### config.mk
export PLATFORM = sky130hd
export DESIGN_NAME = wstd_opq
export DESIGN_NICKNAME = d
export VERILOG_FILES = /design/src/hw/rtl/wstd_opq.sv
export SDC_FILE = /design/constraint.sdc
export NUM_CORES = 1
export LEC_CHECK = 0
export BUFFER_PORTS_ARGS = -buffer_cell sky130_fd_sc_hd__buf_2
export CORE_MARGIN = 2
export CORE_UTILIZATION = 44
export CTS_CLUSTER_SIZE = 25
export DETAILED_ROUTE_END_ITERATION = 6
export PLACE_DENSITY = 0.8
export SYNTH_ARGS = -nofsm -noshare
export SYNTH_HDL_FRONTEND = slang
export SYNTH_SLANG_ARGS = --single-unit
### constraint.sdc
create_clock -name clk -period 1.03 [get_ports clk]
set_input_delay 0.206 -clock clk [delete_from_list [all_inputs] [get_ports clk]]
set_output_delay 0.206 -clock clk [all_outputs]
set_load 0.02 [all_outputs]
### src/hw/rtl/wstd_opq.sv
// ----------------------------------------------------------------------------
// wstd_opq
// Two-entry queue of classified operations between front and back.
// ----------------------------------------------------------------------------
module wstd_opq #(
  parameter int unsigned WIDTH = 8
) (
  input  logic             clk,
  input  logic             rst_n,
  input  logic             wr_en,
  input  logic [WIDTH-1:0] wr_data,
  output logic             full,
  output logic             valid,
  input  logic             rd_en,
  output logic [WIDTH-1:0] rd_data
);

  logic [WIDTH-1:0] entry_r [2];
  logic             wr_ptr_r;
  logic             rd_ptr_r;
  logic [1:0]       cnt_r, cnt_nxt;

  assign full    = (cnt_r == 2'd2);
  assign valid   = (cnt_r != 2'd0);
  assign rd_data = entry_r[rd_ptr_r];

  // Occupancy follows the two handshakes.
  always_comb begin
    cnt_nxt = cnt_r;
    if (wr_en && !rd_en) begin
      cnt_nxt = cnt_r + 2'd1;
    end else if (!wr_en && rd_en) begin
      cnt_nxt = cnt_r - 2'd1;
    end
  end

  always_ff @(posedge clk) begin
    if (!rst_n) begin
      wr_ptr_r <= 1'b0;
      rd_ptr_r <= 1'b0;
      cnt_r    <= 2'd0;
    end else begin
      cnt_r <= cnt_nxt;
      if (wr_en) begin
        wr_ptr_r <= ~wr_ptr_r;
      end
      if (rd_en) begin
        rd_ptr_r <= ~rd_ptr_r;
      end
    end
  end

  // Entry storage.
  always_ff @(posedge clk) begin
    if (wr_en) begin
      entry_r[wr_ptr_r] <= wr_data;
    end
  end

endmodule

======== Word level (Yosys, flattened, before mapping) ========
Memory sizes are Yosys's and may differ from the RTL's. A register that Yosys moved wholly into a read port is not among the register bits.
Cells that the tools add are included.
cells by class
  bitwise logic cells ..................... 2
  multiplexer cells ....................... 6
  add/sub/neg operators ................... 2
  reduce and logical (&&, ||, !) cells .... 6
  equal/unequal tests ..................... 1
operator list
  kind                                               count
  2-to-1 mux 1 bit                                   4
  2-to-1 mux 2 bit                                   2
  nonzero test 2 bit                                 2
  adder 2 x 1 -> 2 bit (second input constant)       1
  == test 2 bit (second input constant)              1
  logical AND 1 bit                                  2
  logical NOT 1 bit                                  2
  inverter 1 bit                                     2
  subtractor 2 x 1 -> 2 bit (second input constant)  1
word-level totals
  input bits .............................. 12
  output and inout port bits .............. 10
  memory bits (writable) .................. 16
  word-level logic and storage cells ...... 21
  memories ................................ 1
  flip-flop bits (word level) ............. 4
memory list
  name     depth  bits a word  read ports  clocked after Yosys merged registers in  wr ports  RTL line  text
  entry_r  2      8            1           1                                        1         18        logic [WIDTH-1:0] entry_r [2];

======== Depth between registers and ports, before layout ========
Gate-level depths: netlist of the first run.
  word-level depth ........................ 4
  mapped depth ............................ 5
  mapped depth without buffers ............ 5

======== Least setup slack after synthesis of the first run ========
Ideal clock, no wire load.
  path kind ............................... flip-flop to flip-flop
  start point ............................. reg wr_ptr_r
  end point ............................... mem entry_r[0][0], enable pin
  path slack .............................. -0.074 ns
  setup time .............................. 0.375 ns
  period minus slack after synthesis ...... 1.104 ns
  stages on the path, launching flop included .. 2
  arrival ................................. 0.730 ns
  path buffers ............................ 0
  cells stage by stage .................... dfxtp_1 -> nor2b_1
RTL lines
  what                    RTL line  text
  start, declared         19        logic wr_ptr_r;
  start signal, assigned  45        wr_ptr_r <= ~wr_ptr_r;
  end, declared           18
Straight into the memory's write port.

==> results of run 1 <==
==> how the worst max path moves through the flow <==
stage                from                     to  slack, ps
floorplan            flop             rd_data[0]        -30
global placement     flop             rd_data[2]       -120
detailed placement  rd_en  cnt_r[1]$_SDFFE_PN0P_       -140
CTS                  flop             rd_data[2]       -400
global route         flop             rd_data[1]       -430
finish               flop             rd_data[3]       -380
==> per-layer routing <==
layer	global-route usage	wire length, um	up-vias
met5	0	0	-
met4	0.0971	14	0
met3	0.0549	111	2
met2	0.250	696	21
met1	0.135	464	228
li1	-	-	236
==> per-stage QoR <==
step                      area [um2]  std cells  worst slack [ps]  utilization
after global routing            1190        105              -435        0.697
after floorplan                  812         47             -29.2            -
after CTS                       1190        105              -400        0.695
after detailed placement        1030         98              -140        0.601
after global placement          1030         98              -124        0.601
final                           1190        105              -382        0.697
==> power by group through the flow <==
stage | Combinational, mW | Clock (mW) | Sequential, mW
finish | 0.460 | 0.373 | 0.998
global route | 0.490 | 0.423 | 1.00
CTS | 0.455 | 0.387 | 0.997
detailed placement | 0.320 | 0 | 1.01
global placement | 0.313 | 0 | 1.01
floorplan | 0.190 | 0 | 1.00
==> sequential cells by signal, indices dropped and copies added, names as in the netlist, named ones only <==
signal / count
cnt_r: 2
entry_r: 16
rd_ptr_r: 1
wr_ptr_r: 1
==> synth_stat cells, drive strengths merged <==
master | instances | share of area
a21boi | 1 | 0.0094
and2 | 4 | 0.031
and2b | 1 | 0.011
buf | 1 | 0.0063
dfxtp | 5 | 0.13
edfxtp | 16 | 0.60
ha | 1 | 0.016
inv | 1 | 0.0047
mux2 | 8 | 0.11
nor2b | 2 | 0.016
o21a | 1 | 0.0094
o21ai | 1 | 0.0063
or2 | 1 | 0.0079
or3 | 1 | 0.0079
xnor2 | 1 | 0.011
xor2 | 2 | 0.022
==> kinds of logic (layout without fill, tap and decap cells) <==
| logic type | Yosys count | after routing |
|---|---|---|
| flops | 21 | 21 |
| simple gates | 9 | 9 |
| xor+xnor | 3 | 3 |
| compound gates | 3 | 3 |
| buf+inv | 2 | 35 |
| fa+ha+maj | 1 | 1 |
| mux | 8 | 8 |
==> final cells by class <==
cell class	count	area [um2]
well taps	25	31.3
flip-flops and latches	21	584
clock inverters	1	5.00
clock buffers	3	22.5
fillers	130	518
repair buffers	30	277
inverters	1	3.75
multi-input cells	24	267
==> critical path, delay by kind of cell, from the launching register on <==
family                 cells  cell delay, ps
buffers and inverters      2             260
multiplexers               1             300
flip-flops                 1             350
==> timing repair <==
action,in CTS,in global routing
setup endpoints to repair,11,11
gates cloned,0,0
pin swaps,4,2
setup buffers,4,0
gates resized for setup,34,1
hold buffers,0,0
==> impl_metrics.toml, run 1 <==
[status]
outcome = "complete, but fails checks"
violations = "setup timing"

[hold_path]
worstHoldEndpoint = "entry_r[0][1]$_DFFE_PP_"
hold_depth = 1
hold_path.startpoint = "wr_data[1]"
hold_class = "input pin to flop"

[synthesis]
ys_seq_area_frac = 0.728
synth_adder_area_share = 0.0157
post_synth_num_cell_types = 16
synth_nets = 60
syn_avg_cell_area_um2 = 17.0
netlist_instances = 47
synth_xor_area_frac = 0.0330
synth_area_um2 = 797
synth_top_family_by_area = "multiplexers"
yosys-mux-area-fraction = 0.113
synth-seq-cells = 21
synth_compound_area_frac = 0.0251
yosys.area_share.simple = 0.0738
yosys_warnings = 0

[worst_setup_path]
path_class = "flop to output port"
worstPathArrival_ps = 1210
cp_cell_sequence = "buf_12 > mux2_4 > buf_6"
critPathRequiredTime_ps = 820
slowest_stage = "dfxtp_2"
rr_endpoint = "cnt_r[1]$_SDFFE_PN0P_"
startpoint_type = "flop"
rr_startpoint = "cnt_r[0]$_SDFFE_PN0P_"
reg2regPathDepth = 4
reg2reg_slack_ps = -100
slowest_delay_ps = 350
path_max_fanout = 8
worstSetupEndpointType = "output port"

[floorplanning]
num_rows = 15
die_h_um = 46.6
die_w_um = 46.6
start_util = 0.467
dieArea_mm2 = 0.00217
core_mm2 = 0.00171
pin_count = 22

[power]
p_sw_mw = 0.440
pwr-share-seq = 0.545
switching_share = 0.240
p_per_area_mw_per_mm2 = 1540
power.internal_mw = 1.39
p_comb_frac = 0.251
p_leak_nw = 0.493
power_mw = 1.83
ir_drop_mv = 1.12
p_clk_frac = 0.204

[timing]
period_minus_slack_ps = 1410
fmax_mhz = 708
slew_viol_final = 0
slew_headroom = 0.841
tns_ps = -3490
hold_viol_final = 0
setup_viol = 11
worst_slack_ps = -382
finalCritPeriodShare = 1.37
rsz0062_at_grt = "yes"
timing.hold.ws_ps = 90.0
worst_pin_slew_ps = 237
skew_ps = 9.37

[place]
portBuffers = 21
dp_hpwl_um = 834
gp_congestion = 0.654

[flow_run]
drv_cap = 0

[final_layout]
mostFrequentLayoutCell = "edfxtp_1"
drive_above_1_share = 0.638
layout_common_cells = "edfxtp_1, buf_2, buf_6, mux2_4, buf_4"
diodes = 0
nNetsFinal = 94
areaGrowthSynthToFinish_pct = 49.3

[clocking]
clk_latency_ps = 290
clkTransAtPathRegs_ps = 120
cts_made_buffers = 3
clock_sinks = 21
cts_max_path_buffers = 2
root_buffer = "clkbuf_4"
htree_levels = 1
cts_tree = "done"

[global_route]
grt_overflow = 0
grt_pass1_wl_um = 2060
grt_max_degree = 13
grt_usage = 0.143
grt_pass1_vias = 511
antenna_found_initial = 0

[route]
dr.pass1.iters = 4
drcViolationCount = 0
dr.first_iter.drc_count = 3
via_per_inst = 4.64
vias = 487
ant_nets = 0
wl_per_cell_um = 12.3
wirelength_um = 1290
Note: power is estimated with default switching activity, not from simulation.
==> run 2: changes to the inputs <==
ABC_AREA = 1   (was not set)
PLACE_DENSITY = 0.79   (was 0.8)
==> run 2 against run 1 <==
The run still ends with setup timing left. Clock power increased by 3%. Routed wire length increased by 13%. Synthesized cell count increased by 23%. Sequential power about the same. Die area increased by 1.6%. Highest routed layer unchanged.
==> impl_metrics.toml, run 2 <==
[route]
ant_nets = 0
via_per_inst = 4.61
wl_per_cell_um = 12.9
vias = 521
dr.first_iter.drc_count = 2
dr.pass1.iters = 3
drcViolationCount = 0
wirelength_um = 1460

[synthesis]
post_synth_num_cell_types = 16
synthFlopType = "edfxtp_1"
netlist_instances = 58
synthMostInstantiatedCell = "edfxtp_1"
yosys.area.top_type = "edfxtp_1"
synth_area_um2 = 811
synth_nets = 71
async_flop_share = 0
synth-edff-count = 16
synthTopCellsByArea = "edfxtp_1, dfxtp_1, mux2_2"
yosys-top-cells-count = "edfxtp_1, inv_1, mux2_2"
synth_top_area_share = 0.593
syn_avg_cell_area_um2 = 14.0
synth-seq-cells = 21
ys_seq_area_frac = 0.716
yosys_warnings = 0

[floorplanning]
core_mm2 = 0.00173
die_w_um = 46.9
start_util = 0.470
num_rows = 15
dieArea_mm2 = 0.00220
die_h_um = 46.9
pin_count = 22

[clocking]
root_buffer = "clkbuf_4"
clkTransAtPathRegs_ps = 110
htree_levels = 1
cts_made_buffers = 3
hold_buffers = 0
cts_max_path_buffers = 2
clk_latency_ps = 300
clock_sinks = 21
cts_tree = "done"

[final_layout]
diodes = 0
reg.largest.list = "entry_r (16), cnt_r (2)"
drive_above_1_share = 0.545
largest_reg_flops = 16
layout_common_cells = "edfxtp_1, buf_2, buf_6, mux2_4, inv_1"
post-route-util = 0.658
areaGrowthSynthToFinish_pct = 40.1
top_register = "entry_r"
nNetsFinal = 102
mostFrequentLayoutCell = "edfxtp_1"

[worst_setup_path]
critPathRequiredTime_ps = 820
worstPathArrival_ps = 1240
path_max_fanout = 8
path_class = "flop to output port"
startpoint_type = "flop"
worstSetupEndpointType = "output port"

[global_route]
grt_usage = 0.157
grt_overflow = 0
grt_pass1_vias = 545
grt_pass1_wl_um = 2270
antenna_found_initial = 0
grt_max_degree = 12

[status]
outcome = "complete, but fails checks"
violations = "setup timing"

[timing]
timing.hold.ws_ps = 86.7
worst_pin_slew_ps = 187
slew_headroom = 0.874
hold_viol_final = 0
rsz0062_at_grt = "yes"
finalCritPeriodShare = 1.40
period_minus_slack_ps = 1440
setup_viol = 10
fmax_mhz = 694
skew_ps = 2.47
worst_slack_ps = -412
slew_viol_final = 0

[flow_run]
drv_cap = 0

[place]
dp_hpwl_um = 899
gp_congestion = 0.610
portBuffers = 21

[hold_path]
hold_class = "input pin to flop"

[power]
ir_drop_mv = 0.946
p_leak_nw = 0.494
p_per_area_mw_per_mm2 = 1580
run 2: changes by cell type after synthesis, sizes merged, moves of 2 or more:
cell   change
nand2      +6
nor2       +6
inv        +8
nor2b      -2
xor2       -2
and2       -4
run 2: path summary, 6_finish.rpt:
path,endpoint,cells past startpoint,startpoint,slack (ps)
worst max-delay path,rd_data[3],3,flop,-410
worst min-delay path,entry_r[1][4]$_DFFE_PP_,1,wr_data[4],90
worst max register to register,cnt_r[1]$_SDFFE_PN0P_,7,cnt_r[0]$_SDFFE_PN0P_,110
worst min register to register,wr_ptr_r$_SDFFE_PN0P_,2,wr_ptr_r$_SDFFE_PN0P_,530
run 2: stage by stage:
stage          instance area (um2)  setup TNS, ps  setup slack, ps  total power [mW]  instances
2_1_floorplan                  813              0             18.2              1.19         58
3_3_place_gp                   966           -896             -122              1.28        105
3_5_place_dp                   966          -1050             -137              1.29        105
4_1_cts                       1110          -3420             -413              1.76        112
5_1_grt                       1140          -3820             -452              1.86        113
6_report                      1140          -3450             -412              1.79        113
run 2: layout make-up:
cell class              count  area [um2]
multi-input cells          27         228
flip-flops and latches     21         587
repair buffers             27         225
clock buffers               4        26.3
inverters                   9        38.8
fillers                   150         591
well taps                  25        31.3
run 2: cell families after synthesis:
logic type | synth area share
AO/OA/AOI/OAI | 0.0123
buffers and inverters | 0.0556
flip-flops | 0.716
multiplexers | 0.111
XOR/XNOR | 0.0108
AND/OR/NAND/NOR | 0.0787
adder cells (fa/ha/maj) | 0.0154
run 2: layer usage:
layer  part of all wire  global-route usage  vias up
met2               0.55               0.296       18
met1               0.38               0.152      246
met5                  0                   0        -
met3              0.049              0.0385        3
li1                   -                   -      254
met4              0.016              0.0944        0
run 2: critical path: stages, from the launching register on:
cell	delay [ps]
dfxtp_2	360
buf_12	130
mux2_4	310
buf_6	130
run 2: report_power, final:
group | switching, mW | internal (mW) | total, mW | leakage, nW
Sequential | 0.0299 | 0.971 | 1.00 | 0.193
Combinational | 0.189 | 0.219 | 0.408 | 0.286
Clock | 0.234 | 0.151 | 0.385 | 0.0150
Total | 0.453 | 1.34 | 1.79 | 0.494
run 2: repair_timing:
action                     4_1_cts  5_1_grt
buffers inserted                 3        1
setup endpoints to repair       18       10
hold endpoints to repair         0        0
gates resized for setup         33        6
pin swaps                        1        1
==> run 3: changes to the inputs <==
BUFFER_PORTS_ARGS = not set   (was -buffer_cell sky130_fd_sc_hd__buf_2)
CORE_UTILIZATION = 45   (was 44)
DONT_BUFFER_PORTS = 1   (was not set)
PLACE_DENSITY = 0.7   (was 0.79)
==> run 3 against run 2 <==
Clock power is 2% lower. Hold slack worse by 49 ps. Worst setup slack better by 130 ps. Design area is 4.0% lower. Core utilization is 1.9 points lower. Clock skew is 3.0 ps higher. Fmax is 9.5% higher. The flow still finishes with violations (setup timing). Final cell count is 7.1% lower. Highest routed layer unchanged. Critical path type unchanged. Routed wire length is 10% lower. Via count is 6.9% lower.
==> impl_metrics.toml, run 3 (synthesis gave the netlist of run 2 again) <==
[status]
outcome = "complete, but fails checks"
violations = "setup timing"

[flow_run]
drv_cap = 0

[global_route]
grt_max_degree = 12
grt_pass1_vias = 503
grt_pass1_wl_um = 1960
grt_usage = 0.141
antenna_found_initial = 0
grt_overflow = 0

[timing]
worst_slack_ps = -287
slew_viol_final = 0
worst_pin_slew_ps = 174
fmax_mhz = 759
skew_ps = 5.43
finalCritPeriodShare = 1.28
slew_headroom = 0.883
hold_viol_final = 0
rsz0062_at_grt = "yes"
setup_viol = 10
period_minus_slack_ps = 1320

[clocking]
clk_latency_ps = 290
clock_sinks = 21
cts_max_path_buffers = 2
cts_made_buffers = 3
root_buffer = "clkbuf_4"
htree_levels = 1
clkTransAtPathRegs_ps = 100
cts_tree = "done"

[final_layout]
nNetsFinal = 94
post-route-util = 0.639
areaGrowthSynthToFinish_pct = 34.6
reg.largest.list = "entry_r (16), cnt_r (2)"
layout_common_cells = "edfxtp_1, dlygate4sd3_1, mux2_4, inv_1, buf_4"
top_register = "entry_r"
mostFrequentLayoutCell = "edfxtp_1"
final_area_mm2 = 0.00109
n_fill_cell = 141
drive_above_1_share = 0.363
diodes = 0
final_cell_count_no_fill = 105
largest_reg_flops = 16

[floorplanning]
core_mm2 = 0.00171
die_w_um = 46.4
dieArea_mm2 = 0.00216
num_rows = 15
die_h_um = 46.4
start_util = 0.475
pin_count = 22

[route]
dr.pass1.iters = 2
via_per_inst = 4.62
drcViolationCount = 0
ant_nets = 0
wl_per_cell_um = 12.5
wirelength_um = 1310
vias = 485
dr.first_iter.drc_count = 1

[hold_path]
hold_path.startpoint = "rst_n"
hold_class = "input pin to flop"

[worst_setup_path]
rr_startpoint = "wr_ptr_r$_SDFFE_PN0P_"
startpoint_type = "flop"
path_max_fanout = 4
worstPathArrival_ps = 1110
path_class = "flop to output port"
critPathRequiredTime_ps = 820
worstSetupEndpointType = "output port"

[power]
power_mw = 1.71
power.internal_mw = 1.29
p_leak_nw = 0.452
p_comb_frac = 0.198
pwr-share-seq = 0.583
p_clk_frac = 0.220
p_per_area_mw_per_mm2 = 1570
ir_drop_mv = 0.816
p_sw_mw = 0.424
switching_share = 0.247

[place]
place_ws_ps = -26.5
dp_hpwl_um = 916
gp_congestion = 0.665
portBuffers = 0
dpl-instance-area_um2 = 878
place_inst = 88
-- run 3: cell types whose count changed in the layout (fill, tap and decap cells not counted), moves of 2 or more --
cell	delta
dlygate4sd3_1	+9
buf_4	+2
buf_6	-7
buf_2	-11
-- run 3: critical path, cell delays in order, from the launching register on --
cell	delay, ps
dfxtp_2	360
buf_6	120
mux2_4	340
-- run 3: through the flow --
stage | TNS (ps) | hold slack, ps
2_1_floorplan | 0 | 305
3_3_place_gp | -35.2 | 305
3_5_place_dp | -164 | 305
4_1_cts | -2520 | 4.34
5_1_grt | -2910 | 35.3
6_report | -2390 | 37.5
-- run 3: worst paths after layout --
kind	endpoint	slack (ps)	cells past startpoint
max	rd_data[2]	-290	2
max reg2reg	entry_r[1][1]$_DFFE_PP_	50	3
min	cnt_r[0]$_SDFFE_PN0P_	40	2
min reg2reg	cnt_r[0]$_SDFFE_PN0P_	490	1
-- run 3: timing repair --
item | CTS | global route
endpoints found under the hold margin | 16 | 1
hold buffers | 8 | 1
setup buffers | 3 | 1
pin swaps | 2 | 1
gates resized for setup | 19 | 1
setup endpoints to repair | 10 | 10
-- run 3: cell type report --
type / instances / area (um2) / share of cell area
Clock buffer: 4 / 26.3 / 0.0241
Inverter: 9 / 36.3 / 0.0333
Multi-Input combinational cell: 27 / 234 / 0.214
Sequential cell: 21 / 587 / 0.538
Tap cell: 25 / 31.3 / 0.0287
Timing Repair Buffer: 19 / 176 / 0.162
-- run 3: power by group through the flow --
stage	Sequential (mW)	Clock, mW	Combinational (mW)
floorplan	1.00	0	0.182
global placement	1.01	0	0.220
detailed placement	1.01	0	0.226
CTS	0.998	0.387	0.320
global route	1.00	0.429	0.366
finish	0.999	0.376	0.339
-- run 3: routing by layer --
metal  GRT usage  up-vias  part of all wire
li1            -      241                 -
met1       0.133      227              0.42
met2       0.242       15              0.52
met3      0.0588        2             0.053
met4       0.103        0             0.011
met5           0        -                 0
