[src/hw/rtl/wstd_pkg.sv]
// ----------------------------------------------------------------------------
// wstd_pkg
// Shared types and constants for the work-stealing task deque.
// ----------------------------------------------------------------------------
package wstd_pkg;

  // Default sizing of the deque.
  localparam int unsigned DEPTH_DEF        = 4096;
  localparam int unsigned HANDLE_WIDTH_DEF = 32;

  // Command codes on the input word.
  typedef enum logic [1:0] {
    CMD_PUSH  = 2'd0,
    CMD_POP   = 2'd1,
    CMD_STEAL = 2'd2
  } cmd_t;

  // Status codes on the result word.
  typedef enum logic [1:0] {
    ST_PUSHED   = 2'd0,
    ST_FULL     = 2'd1,
    ST_RETURNED = 2'd2,
    ST_EMPTY    = 2'd3
  } status_t;

  // Control part of one classified operation handed from front to back.
  typedef struct packed {
    logic    wr;      // write the handle into the addressed slot
    logic    rd;      // read the addressed slot and return it
    status_t status;  // status already decided by the front
  } op_ctrl_t;

endpackage

[src/hw/rtl/wstd_front.sv]
// ----------------------------------------------------------------------------
// wstd_front
// Command front end: owns the top and bottom positions, classifies each
// command against the fill level and produces one slot operation.
// ----------------------------------------------------------------------------
module wstd_front #(
  parameter int unsigned DEPTH        = wstd_pkg::DEPTH_DEF,
  parameter int unsigned HANDLE_WIDTH = wstd_pkg::HANDLE_WIDTH_DEF,
  localparam int unsigned ADDR_W      = (DEPTH > 1) ? $clog2(DEPTH) : 1,
  localparam int unsigned PTR_W       = $clog2(2 * DEPTH),
  localparam int unsigned FILL_W      = $clog2(DEPTH + 1)
) (
  input  logic                    clk,
  input  logic                    rst_n,
  input  logic                    accept,
  input  logic [1:0]              cmd,
  input  logic [HANDLE_WIDTH-1:0] task_in,
  output wstd_pkg::op_ctrl_t      op_ctrl,
  output logic [ADDR_W-1:0]       op_addr,
  output logic [HANDLE_WIDTH-1:0] op_data,
  output logic [FILL_W-1:0]       op_fill
);

  localparam logic [PTR_W:0] SPAN      = (PTR_W + 1)'(2 * DEPTH);
  localparam logic [PTR_W:0] DEPTH_EXT = (PTR_W + 1)'(DEPTH);
  localparam logic [PTR_W-1:0] LAST    = PTR_W'(2 * DEPTH - 1);

  logic [PTR_W-1:0] top_r, top_nxt;
  logic [PTR_W-1:0] bot_r, bot_nxt;
  logic [PTR_W:0]   fill_wide;
  logic [FILL_W-1:0] fill_now;
  logic             is_full;
  logic             is_empty;
  logic [PTR_W-1:0] bot_dec;
  logic [PTR_W-1:0] bot_inc;
  logic [PTR_W-1:0] top_inc;
  logic [PTR_W-1:0] slot_pos;
  logic [PTR_W:0]   slot_ext;

  // Fill level is the distance from top to bottom, modulo twice the depth.
  always_comb begin
    if (bot_r >= top_r) begin
      fill_wide = {1'b0, bot_r} - {1'b0, top_r};
    end else begin
      fill_wide = {1'b0, bot_r} + SPAN - {1'b0, top_r};
    end
    fill_now = fill_wide[FILL_W-1:0];
    is_full  = (fill_wide >= DEPTH_EXT);
    is_empty = (fill_wide == '0);
  end

  // Wrapping position steps.
  always_comb begin
    bot_inc = (bot_r == LAST) ? '0 : bot_r + 1'b1;
    bot_dec = (bot_r == '0) ? LAST : bot_r - 1'b1;
    top_inc = (top_r == LAST) ? '0 : top_r + 1'b1;
  end

  // Classify the command and pick the slot position it touches.
  always_comb begin
    op_ctrl.wr     = 1'b0;
    op_ctrl.rd     = 1'b0;
    op_ctrl.status = wstd_pkg::ST_EMPTY;
    op_fill        = fill_now;
    slot_pos       = bot_r;
    top_nxt        = top_r;
    bot_nxt        = bot_r;
    case (wstd_pkg::cmd_t'(cmd))
      wstd_pkg::CMD_PUSH: begin
        if (is_full) begin
          op_ctrl.status = wstd_pkg::ST_FULL;
        end else begin
          op_ctrl.wr     = 1'b1;
          op_ctrl.status = wstd_pkg::ST_PUSHED;
          op_fill        = fill_now + 1'b1;
          bot_nxt        = bot_inc;
        end
      end
      wstd_pkg::CMD_POP: begin
        slot_pos = bot_dec;
        if (!is_empty) begin
          op_ctrl.rd     = 1'b1;
          op_ctrl.status = wstd_pkg::ST_RETURNED;
          op_fill        = fill_now - 1'b1;
          bot_nxt        = bot_dec;
        end
      end
      wstd_pkg::CMD_STEAL: begin
        slot_pos = top_r;
        if (!is_empty) begin
          op_ctrl.rd     = 1'b1;
          op_ctrl.status = wstd_pkg::ST_RETURNED;
          op_fill        = fill_now - 1'b1;
          top_nxt        = top_inc;
        end
      end
      default: begin
        op_ctrl.status = wstd_pkg::ST_EMPTY;
      end
    endcase
  end

  // A position maps to its slot modulo the depth.
  always_comb begin
    slot_ext = {1'b0, slot_pos};
    if (slot_ext >= DEPTH_EXT) begin
      slot_ext = slot_ext - DEPTH_EXT;
    end
    op_addr = slot_ext[ADDR_W-1:0];
    op_data = task_in;
  end

  // Position registers move only on an accepted command.
  always_ff @(posedge clk) begin
    if (!rst_n) begin
      top_r <= '0;
      bot_r <= '0;
    end else if (accept) begin
      top_r <= top_nxt;
      bot_r <= bot_nxt;
    end
  end

endmodule

[config.mk]
export PLATFORM = sky130hd
export DESIGN_NAME = wstd_front
export DESIGN_NICKNAME = d
export VERILOG_FILES = /design/src/hw/rtl/wstd_pkg.sv /design/src/hw/rtl/wstd_front.sv
export SDC_FILE = /design/constraint.sdc
export NUM_CORES = 1
export LEC_CHECK = 0
export BUFFER_PORTS_ARGS = -buffer_cell sky130_fd_sc_hd__buf_4
export CAP_MARGIN = 20
export CORE_ASPECT_RATIO = 0.9
export CORE_UTILIZATION = 50
export DETAILED_ROUTE_END_ITERATION = 8
export PLACE_DENSITY = 0.77
export SLEW_MARGIN = 10
export SYNTH_ARGS = -nofsm -noshare
export SYNTH_HDL_FRONTEND = slang
export SYNTH_SLANG_ARGS = --single-unit
[constraint.sdc]
create_clock -name clk -period 5.6 [get_ports clk]
set_input_delay 0.28 -clock clk [delete_from_list [all_inputs] [get_ports clk]]
set_output_delay 0.28 -clock clk [all_outputs]
set_load 0.005 [all_outputs]
### Yosys cells after proc, flatten, opt, wreduce, memory -nomap -nowiden

Cells that the tools add are included.

* bits in registers: 26
* bits in latches: 0
* memory bits (writable): 0
* bits in read-only memories: 0
* input port bits: 37
* output and inout port bits: 61
* word-level logic and storage cells: 46
* memories: 0

* $add $sub $neg: 9
* multipliers: 0
* divide/modulo/power cells: 0
* $lt $le $gt $ge: 3
* equality and inequality tests: 6
* shift operators: 0
* muxes and demuxes: 18
* bitwise operators: 1
* reductions and logical operators: 7

Operators by type and width (count)
* 13-bit 2-to-1 mux: 7
* 13-bit one-hot mux with 2 select lines: 3
* 13-bit by 1-bit adder with 13-bit output, second input constant: 3
* 13-bit == test, second input constant: 2
* 13-bit by 1-bit subtractor with 13-bit output, second input constant: 2
* 13-bit by 14-bit adder with 14-bit output, second input constant: 1
* 14-bit by 13-bit greater-or-equal comparator with 1-bit output, second input constant: 1
* 14-bit zero test: 1
* 14-bit 2-to-1 mux: 1
* 13-bit by 13-bit subtractor with 14-bit output: 1
* 14-bit by 13-bit subtractor with 14-bit output: 1
* 13-bit greater-or-equal comparator: 1
* 13-bit greater-or-equal comparator, second input constant: 1
* 13-bit zero test: 1
* 12-bit 2-to-1 mux: 1
* 12-bit by 1-bit subtractor with 12-bit output, second input constant: 1
* 1-bit 2-to-1 mux: 4
* 2-bit != test, second input constant: 2
* 2-bit one-hot mux with 2 select lines: 1
* 4-bit AND reduction: 1
* 3-bit 2-to-1 mux: 1
* 3-bit AND reduction: 1
* 2-bit by 1-bit == test with 1-bit output, second input constant: 1
* 2-bit == test, second input constant: 1
* other kinds (4): 4

### Longest topological paths before layout

Gate-level depths: netlist of the first run.

* word-level depth: 6
* mapped depth: 15
* mapped depth without buffers: 13

### Worst setup path after synthesis of the first run

No wires, ideal clock.

* path type: flip-flop to output port
* from: register bot_r[0]
* to: output op_fill[2]
* arrival: 3438 ps
* required time: 5320 ps
* setup slack: 1882 ps
* stages on the path, launching flop included: 16
* buffers on the path: 2
* cells stage by stage: dfxtp_1 inv_1 ha_1 inv_1 fa_1 a21o_1 a211o_1 a32oi_1 o21ai_0 or4b_4 nor3_1 buf_2 buf_4 a21oi_1 mux2i_1 o21bai_1

* cells in the longest elaborated chain, start to end: 6
* elaborated cells on any way between the ends: 12
* classes of those cells: 5 x add/sub; 2 x order compare; 4 x mux; 1 x reduce/logical

Ends and longest elaborated chain
* from (decl): RTL line wstd_front.sv:29 `logic [PTR_W-1:0] bot_r, bot_nxt;`
* from (signal assigned): RTL line wstd_front.sv:120 `bot_r <= bot_nxt;`
* 13-bit by 14-bit adder with 14-bit output: RTL line wstd_front.sv:45 `fill_wide = {1'b0, bot_r} + SPAN - {1'b0, top_r};`
* 14-bit by 13-bit subtractor with 14-bit output: RTL line wstd_front.sv:45
* 14-bit 2-to-1 mux *: RTL line wstd_front.sv:42 `if (bot_r >= top_r) begin`
* 13-bit by 1-bit subtractor with 13-bit output, or another cell as far along: RTL line wstd_front.sv:84, wstd_front.sv:93
* 13-bit 2-to-1 mux (on tied branches): RTL line wstd_front.sv:81, wstd_front.sv:90, wstd_front.sv:70
* 13-bit one-hot mux with 2 select lines *: RTL line wstd_front.sv:68 `case (wstd_pkg::cmd_t'(cmd))`
* to (decl): RTL line wstd_front.sv:21 `output logic [FILL_W-1:0] op_fill`

Mark *: on every way between the ends. The rest lies on a longest branch, timed or not.

### Worst setup path in the final report of the first run

* from: register bot_r[0]
* to: output op_fill[6]

The elaborated chain is that of the path after synthesis.

==> results of run 1 <==
[flip-flops by register name, summed over array words and instances (netlist names)]
register,count
top_r,13
bot_r,13
[metrics by stage]
stage,util (%),power [mW]
floorplan,-,1.03
global placement,52.2,1.32
detailed placement,52.2,1.34
CTS,53.2,1.50
global route,53.2,1.64
finish,53.2,1.52
[power by group through the flow]
stage          Clock (mW)  Sequential, mW  Combinational, mW
6_report            0.159           0.219               1.14
5_1_grt             0.170           0.222               1.25
4_1_cts             0.162           0.218               1.12
3_5_place_dp            0           0.223               1.12
3_3_place_gp            0           0.222               1.09
2_1_floorplan           0           0.207              0.826
[cell usage in the layout, fill, tap and decap left out, types with 10 or more instances in the layout]
cell / instances
a211oi_1: 10
nand2_1: 65
xnor2_1: 13
nand4_1: 10
nor2_1: 60
dfxtp_1: 26
o21ai_0: 27
ha_1: 24
buf_4: 37
a21oi_1: 46
a31oi_1: 10
inv_1: 33
nand3_1: 22
mux2i_1: 16
nor3_1: 12
[cell usage after synthesis, drive strengths merged, types with 13 or more instances]
cell,number
a21oi,48
buf,41
clkbuf,27
dfxtp,26
ha,24
inv,34
mux2i,16
nand2,65
nand3,22
nor2,61
nor3,13
o21ai,34
xnor2,13
[metal layers]
metal,global-route usage (%),vias up
met5,0,-
met4,11.3,0
met3,1.93,38
met2,45.6,173
met1,34.7,1944
li1,-,2018
[logic make-up (layout without fill, tap and decap cells)]
family	after synthesis	after routing	share of synthesized area (%)
simple gates	214	214	25.4
compound gates	177	177	30.5
buf+inv	104	77	13.5
flops	26	26	13.1
fa+ha+maj	25	25	8.05
xor+xnor	22	22	4.84
mux	18	18	4.59
[cell type report]
| cell class | instances | area, sq um |
|---|---|---|
| Fill cell | 818 | 3570 |
| Multi-Input combinational cell | 456 | 2930 |
| Sequential cell | 26 | 520 |
| Timing Repair Buffer | 37 | 278 |
| Inverter | 36 | 135 |
| Tap cell | 96 | 120 |
| Clock buffer | 3 | 41.3 |
| Clock inverter | 1 | 30.0 |
[worst register-to-register path: stages, from the launching register on]
cell	delay, ps
dfxtp_1	380
inv_1	140
ha_1	200
inv_1	60
fa_1	470
a21o_1	230
a221oi_2	350
a2bb2oi_1	300
a21boi_1	610
nor3_2	90
buf_4	230
a2111oi_1	740
a21o_1	450
nor2_1	100
[worst paths after layout]
path	from	to	slack, ps	cells after the start
max	bot_r[0]$_SDFFE_PN0P_	op_fill[6]	1040	14
min reg2reg	top_r[6]$_SDFFE_PN0P_	top_r[6]$_SDFFE_PN0P_	530	2
max reg2reg	bot_r[0]$_SDFFE_PN0P_	top_r[9]$_SDFFE_PN0P_	1130	13
min	rst_n	bot_r[10]$_SDFFE_PN0P_	330	2
==> flow_metrics.tcl, run 1 <==
set metrics [dict create \
    wl_met1_um 5030 \
    start_util_pct 52.2 \
    finClkSkew_ps 6.56 \
    rsz0062_at_grt "no" \
    grt_pass1_vias 3717 \
    fmax_mhz 219 \
    worst_slew_pin_slew_ps 902 \
    fp.dieW_um 96.0 \
    dr.max_layer_used "met4" \
    synth_warnings 0 \
    status "finished, final reports clean" \
    grt_max_degree 28 \
    port_buffers 33 \
    met2_length_um 5270 \
    cp_data_arrival_time_ps 4280 \
    seqPwrFrac_pct 14.4 \
    finalSetupViolCount 0 \
    pin_count 98 \
    grt_pass1_wl_um 17800 \
    dp_cells 651 \
    dieArea_sq_mm 0.00832 \
    synth_fp_nets 648 \
    relSlewSlack_pct 39.9 \
    cts_root_buf "clkbuf_8" \
    synth.avg_cell_area_sq_um 6.79 \
    slowest_delay_ps 610 \
    yosys.area.top_type "dfxtp_1" \
    grt-ovfl-total 0 \
    drv_slew 0 \
    synth-seq-area-share_pct 13.1 \
    dr_wl_met3_um 582 \
    drive_gt1_share_pct 10.9 \
    ctsHoldBuffers 0 \
    synth_edf_count 0 \
    cp_slowest_cell "a21boi_1" \
    drt-wirelength-per-cell_um 17.2 \
    gp_congestion 0.954 \
    drt_pass1_iterations 5 \
    setup_slack_ps 1040 \
    dpl.hpwl_um 8560 \
    whs_ps 328 \
    ys_types 69 \
    power_density_mw_per_mm2 376 \
    ys_top_cells_by_area "dfxtp_1, ha_1, buf_4, nand2_1, a21oi_1" \
    syn_inst 586 \
    postRouteAntennaNets 0 \
    core_area_sq_mm 0.00762 \
    viasPerCell 6.37 \
    drv_cap 0 \
    period_minus_slack_ps 4560 \
    dpl_cell_area_sq_mm 0.00398 \
    swShare_pct 50.7 \
    fin_tns_setup_ps 0 \
    wl_um 11200 \
    synthArstFlopShare_pct 0 \
    ir_drop_mv 0.172 \
    synth-seq-cells 26 \
    path_buf_inv 4 \
    hold_viol 0 \
    drt_iter0_drc 303 \
    antennaDiodeCount 0 \
    fin_crit_sh_pct 81.5 \
    min-delay-path-class "in -> reg" \
    area.growth.synth_to_final_pct 1.76 \
    drc 0 \
    die_h_um 86.6 \
    cts.htree.levels 1 \
    path_clk_slew_ps 100 \
    cts_resized 0 \
    path_delay_family "compound AO/OA/AOI/OAI gates" \
    layout.nets 622 \
    clk_latency_ps 280 \
    p_leak_nw 1.66 \
    clkSinkCount 26 \
    cp_max_fo 22 \
    synth_flop_cell "dfxtp_1" \
    final_cell_count_no_fill 655 \
    startpoint_type "register" \
    critPathKind "reg -> out" \
    p_sw_mw 0.771 \
    crit_chain "inv_1 > ha_1 > inv_1 > fa_1 > a21o_1 > a221oi_2 > a2bb2oi_1 > a21boi_1 > nor3_2 > buf_4 > and2_1 > o311ai_0 > nand3_1 > buf_4" \
    num_vias 4173 \
    worstSetupEndpointType "output pin" \
    cts_buffers 3 \
    antenna_found_initial 0 \
    clockPowerShare_pct 10.4 \
    fin_area_sq_mm 0.00405 \
    pre_cts_slack_ps 1240 \
    internal_power_mw 0.750 \
    comb_power_share_pct 75.1 \
    synthesis.area_sq_mm 0.00398 \
    cts_setup_buffers 0 \
    cts_tree "done" \
    max-clock-path-buffers 2 \
    num_rows 30 \
    required_ps 5320 \
    grt.total_usage_pct 26.8 \
    yosys.area.top_type_share_pct 13.1 \
]
(Power assumes the default switching activity.)
==> run 2, diff against run 1 <==
--- a/config.mk
+++ b/config.mk
@@ -5,12 +5,13 @@
 export SDC_FILE = /design/constraint.sdc
 export NUM_CORES = 1
 export LEC_CHECK = 0
+export ABC_AREA = 1
 export BUFFER_PORTS_ARGS = -buffer_cell sky130_fd_sc_hd__buf_4
 export CAP_MARGIN = 20
 export CORE_ASPECT_RATIO = 0.9
 export CORE_UTILIZATION = 50
 export DETAILED_ROUTE_END_ITERATION = 8
-export PLACE_DENSITY = 0.77
+export PLACE_DENSITY = 0.78
 export SLEW_MARGIN = 10
 export SYNTH_ARGS = -nofsm -noshare
 export SYNTH_HDL_FRONTEND = slang
==> constraint.sdc (replaced) <==
create_clock -name clk -period 3.95 [get_ports clk]
set_input_delay 0.1975 -clock clk [delete_from_list [all_inputs] [get_ports clk]]
set_output_delay 0.1975 -clock clk [all_outputs]
set_load 0.005 [all_outputs]
==> run 2 against run 1 <==
Net effect: worst hold slack got worse by 99 ps; flip-flop and latch count did not move; routed wire length rose by 16%; sequential share of layout area fell by 1.7 points; combinational power rose by 13%; largest power group unchanged; total power rose by 21%; non-clock buffer count fell by 4; critical path type unchanged; utilization rose by 0.48 points; synthesized area rose by 14%; register-to-register slack got worse by 440 ps; worst setup slack got worse by 760 ps; via count rose by 20%.
==> flow_metrics.tcl, run 2 <==
set metrics [dict create \
    ir_drop_mv 0.196 \
    grt-ovfl-total 0 \
    path_delay_family "simple AND/OR/NAND/NOR gates" \
    viasPerCell 5.51 \
    required_ps 3750 \
    cts_resized 0 \
    dpl_cell_area_sq_mm 0.00459 \
    ys_top_cells_by_area "nand2_1, dfxtp_1, inv_1, nor2_1, nand3_1" \
    synth_common_cells "nand2_1, inv_1, nor2_1" \
    synth-seq-area-share_pct 11.4 \
    postRouteAntennaNets 0 \
    final_common_cell "nand2_1" \
    ctsHoldBuffers 0 \
    fin_util_pct 53.6 \
    fin_crit_sh_pct 93.0 \
    drt-wirelength-per-cell_um 14.3 \
    regArea_sq_um 520 \
    cts_tree "done" \
    power_density_mw_per_mm2 394 \
    synth.most_common_cell "nand2_1" \
    period_minus_slack_ps 3670 \
    slowest_delay_ps 470 \
    cp_data_arrival_time_ps 3480 \
    num_vias 5028 \
    port_buffers 33 \
    cts.htree.levels 1 \
    antenna_found_initial 0 \
    die_h_um 92.5 \
    start_util_pct 52.3 \
    antennaDiodeCount 0 \
    fin_area_sq_mm 0.00466 \
    syn_inst 810 \
    hold_viol 0 \
    drv_cap 0 \
    p_leak_nw 2.34 \
    gp_congestion 0.929 \
    fp.dieW_um 103 \
    path_buf_inv 4 \
    reg_top3 "bot_r (13), top_r (13)" \
    finClkSkew_ps 16.4 \
    worst_slew_pin_slew_ps 773 \
    cp_common_cell "nand3_1" \
    drv_slew 0 \
    cts_root_buf "clkbuf_8" \
    yosys.area.top_type_share_pct 18.3 \
    grt_pass1_wl_um 22100 \
    dpl.hpwl_um 10200 \
    worstSetupEndpointType "output pin" \
    dieArea_sq_mm 0.00948 \
    finalSetupViolCount 0 \
    pre_cts_slack_ps 620 \
    synthesis.area_sq_mm 0.00455 \
    layout.nets 857 \
    cp_max_fo 23 \
    grt.total_usage_pct 28.9 \
    yosys.area.top_type "nand2_1" \
    power_mw 1.84 \
    fmax_mhz 272 \
    path_clk_slew_ps 110 \
    setup_slack_ps 275 \
    ys_types 37 \
    cts_buffers 3 \
    max-clock-path-buffers 2 \
    cts_setup_buffers 0 \
    cp_slowest_cell "dfxtp_1" \
    multi_input_area_sq_mm 0.00326 \
    synthArstFlopShare_pct 0 \
    synth_flop_cell "dfxtp_1" \
    num_rows 32 \
    synth_edf_count 0 \
    pin_count 98 \
    crit_chain "ha_1 > inv_1 > fa_1 > nand3_1 > nand3_1 > nand3_1 > nand4_1 > nand2_4 > inv_2 > nor2_4 > nand3_4 > nand2_1 > inv_1 > o21ai_0 > nand2_1 > buf_4" \
    drt_iter0_drc 470 \
    fin_tns_setup_ps 0 \
    synth_warnings 0 \
    grt_pass1_vias 4638 \
    status "finished, final reports clean" \
    core_area_sq_mm 0.00869 \
    area.growth.synth_to_final_pct 2.48 \
    critPathKind "reg -> out" \
    min-delay-path-class "in -> reg" \
    startpoint_type "register" \
    clkSinkCount 26 \
    wl_um 13100 \
    synth-seq-cells 26 \
    layout_common_cells "nand2_1, inv_1, nor2_1, nand3_1, a21oi_1" \
    clk_latency_ps 290 \
    synth_fp_nets 872 \
    rsz0062_at_grt "no" \
    drc 0 \
    synth.avg_cell_area_sq_um 5.61 \
    drt_pass1_iterations 5 \
    fillers 922 \
    relSlewSlack_pct 48.4 \
    drive_gt1_share_pct 11.2 \
    grt_max_degree 25 \
]
## run 2: per-stage QoR
step / hold WS [ps] / std cells
after floorplan: 318 / 810
after global placement: 395 / 909
after detailed placement: 395 / 909
after CTS: 229 / 913
after global routing: 243 / 913
final: 229 / 913
## run 2: path summary, 6_finish.rpt
kind | from | slack [ps] | depth (start not counted) | to
worst max-delay path | top_r[0]$_SDFFE_PN0P_ | 280 | 16 | op_fill[1]
worst min-delay path | rst_n | 230 | 3 | bot_r[5]$_SDFFE_PN0P_
worst max register to register | top_r[0]$_SDFFE_PN0P_ | 690 | 14 | top_r[12]$_SDFFE_PN0P_
worst min register to register | top_r[11]$_SDFFE_PN0P_ | 500 | 2 | top_r[11]$_SDFFE_PN0P_
## run 2: final cells by class
type / count / share of cell area [%]
Tap cell: 119 / 3.20
Inverter: 110 / 8.86
Timing Repair Buffer: 33 / 5.32
Clock inverter: 1 / 0.644
Clock buffer: 3 / 0.886
Sequential cell: 26 / 11.2
Multi-Input combinational cell: 621 / 69.9
## run 2: cell families (layout without fill, tap and decap cells)
family	after synthesis	in the layout	share of synthesized area (%)
and+or+nand+nor	480	480	49.3
buffers and inverters	163	147	16.9
AOI/OAI and AO/OA	97	97	11.7
DFF	26	26	11.4
adders and majority gates	25	25	7.04
xor gates and xnor gates	19	19	3.66
## run 2: power by group
| group | total [mW] | switching [mW] | internal (mW) | leakage (nW) |
|---|---|---|---|---|
| combinational | 1.29 | 0.858 | 0.437 | 2.09 |
| clock | 0.233 | 0.0967 | 0.136 | 0.0357 |
| sequential | 0.309 | 0.0334 | 0.276 | 0.212 |
## run 2: per-layer routing
layer	vias up	part of all wire, %	routed length, um	track usage [%]
met1	2301	49	6440	42.4
li1	2548	-	-	-
met5	-	0	0	0
met2	168	43	5590	43.8
met3	11	7.0	917	4.75
met4	0	0.76	99	5.83
## run 2: worst reg2reg max path: cells and delay by family, from the launching register on
family                     cells  cell delay (ps)
AOI/OAI and AO/OA              2              350
DFF                            1              470
and+or+nand+nor                8             1540
adders and majority gates      2              660
buffers and inverters          2              180
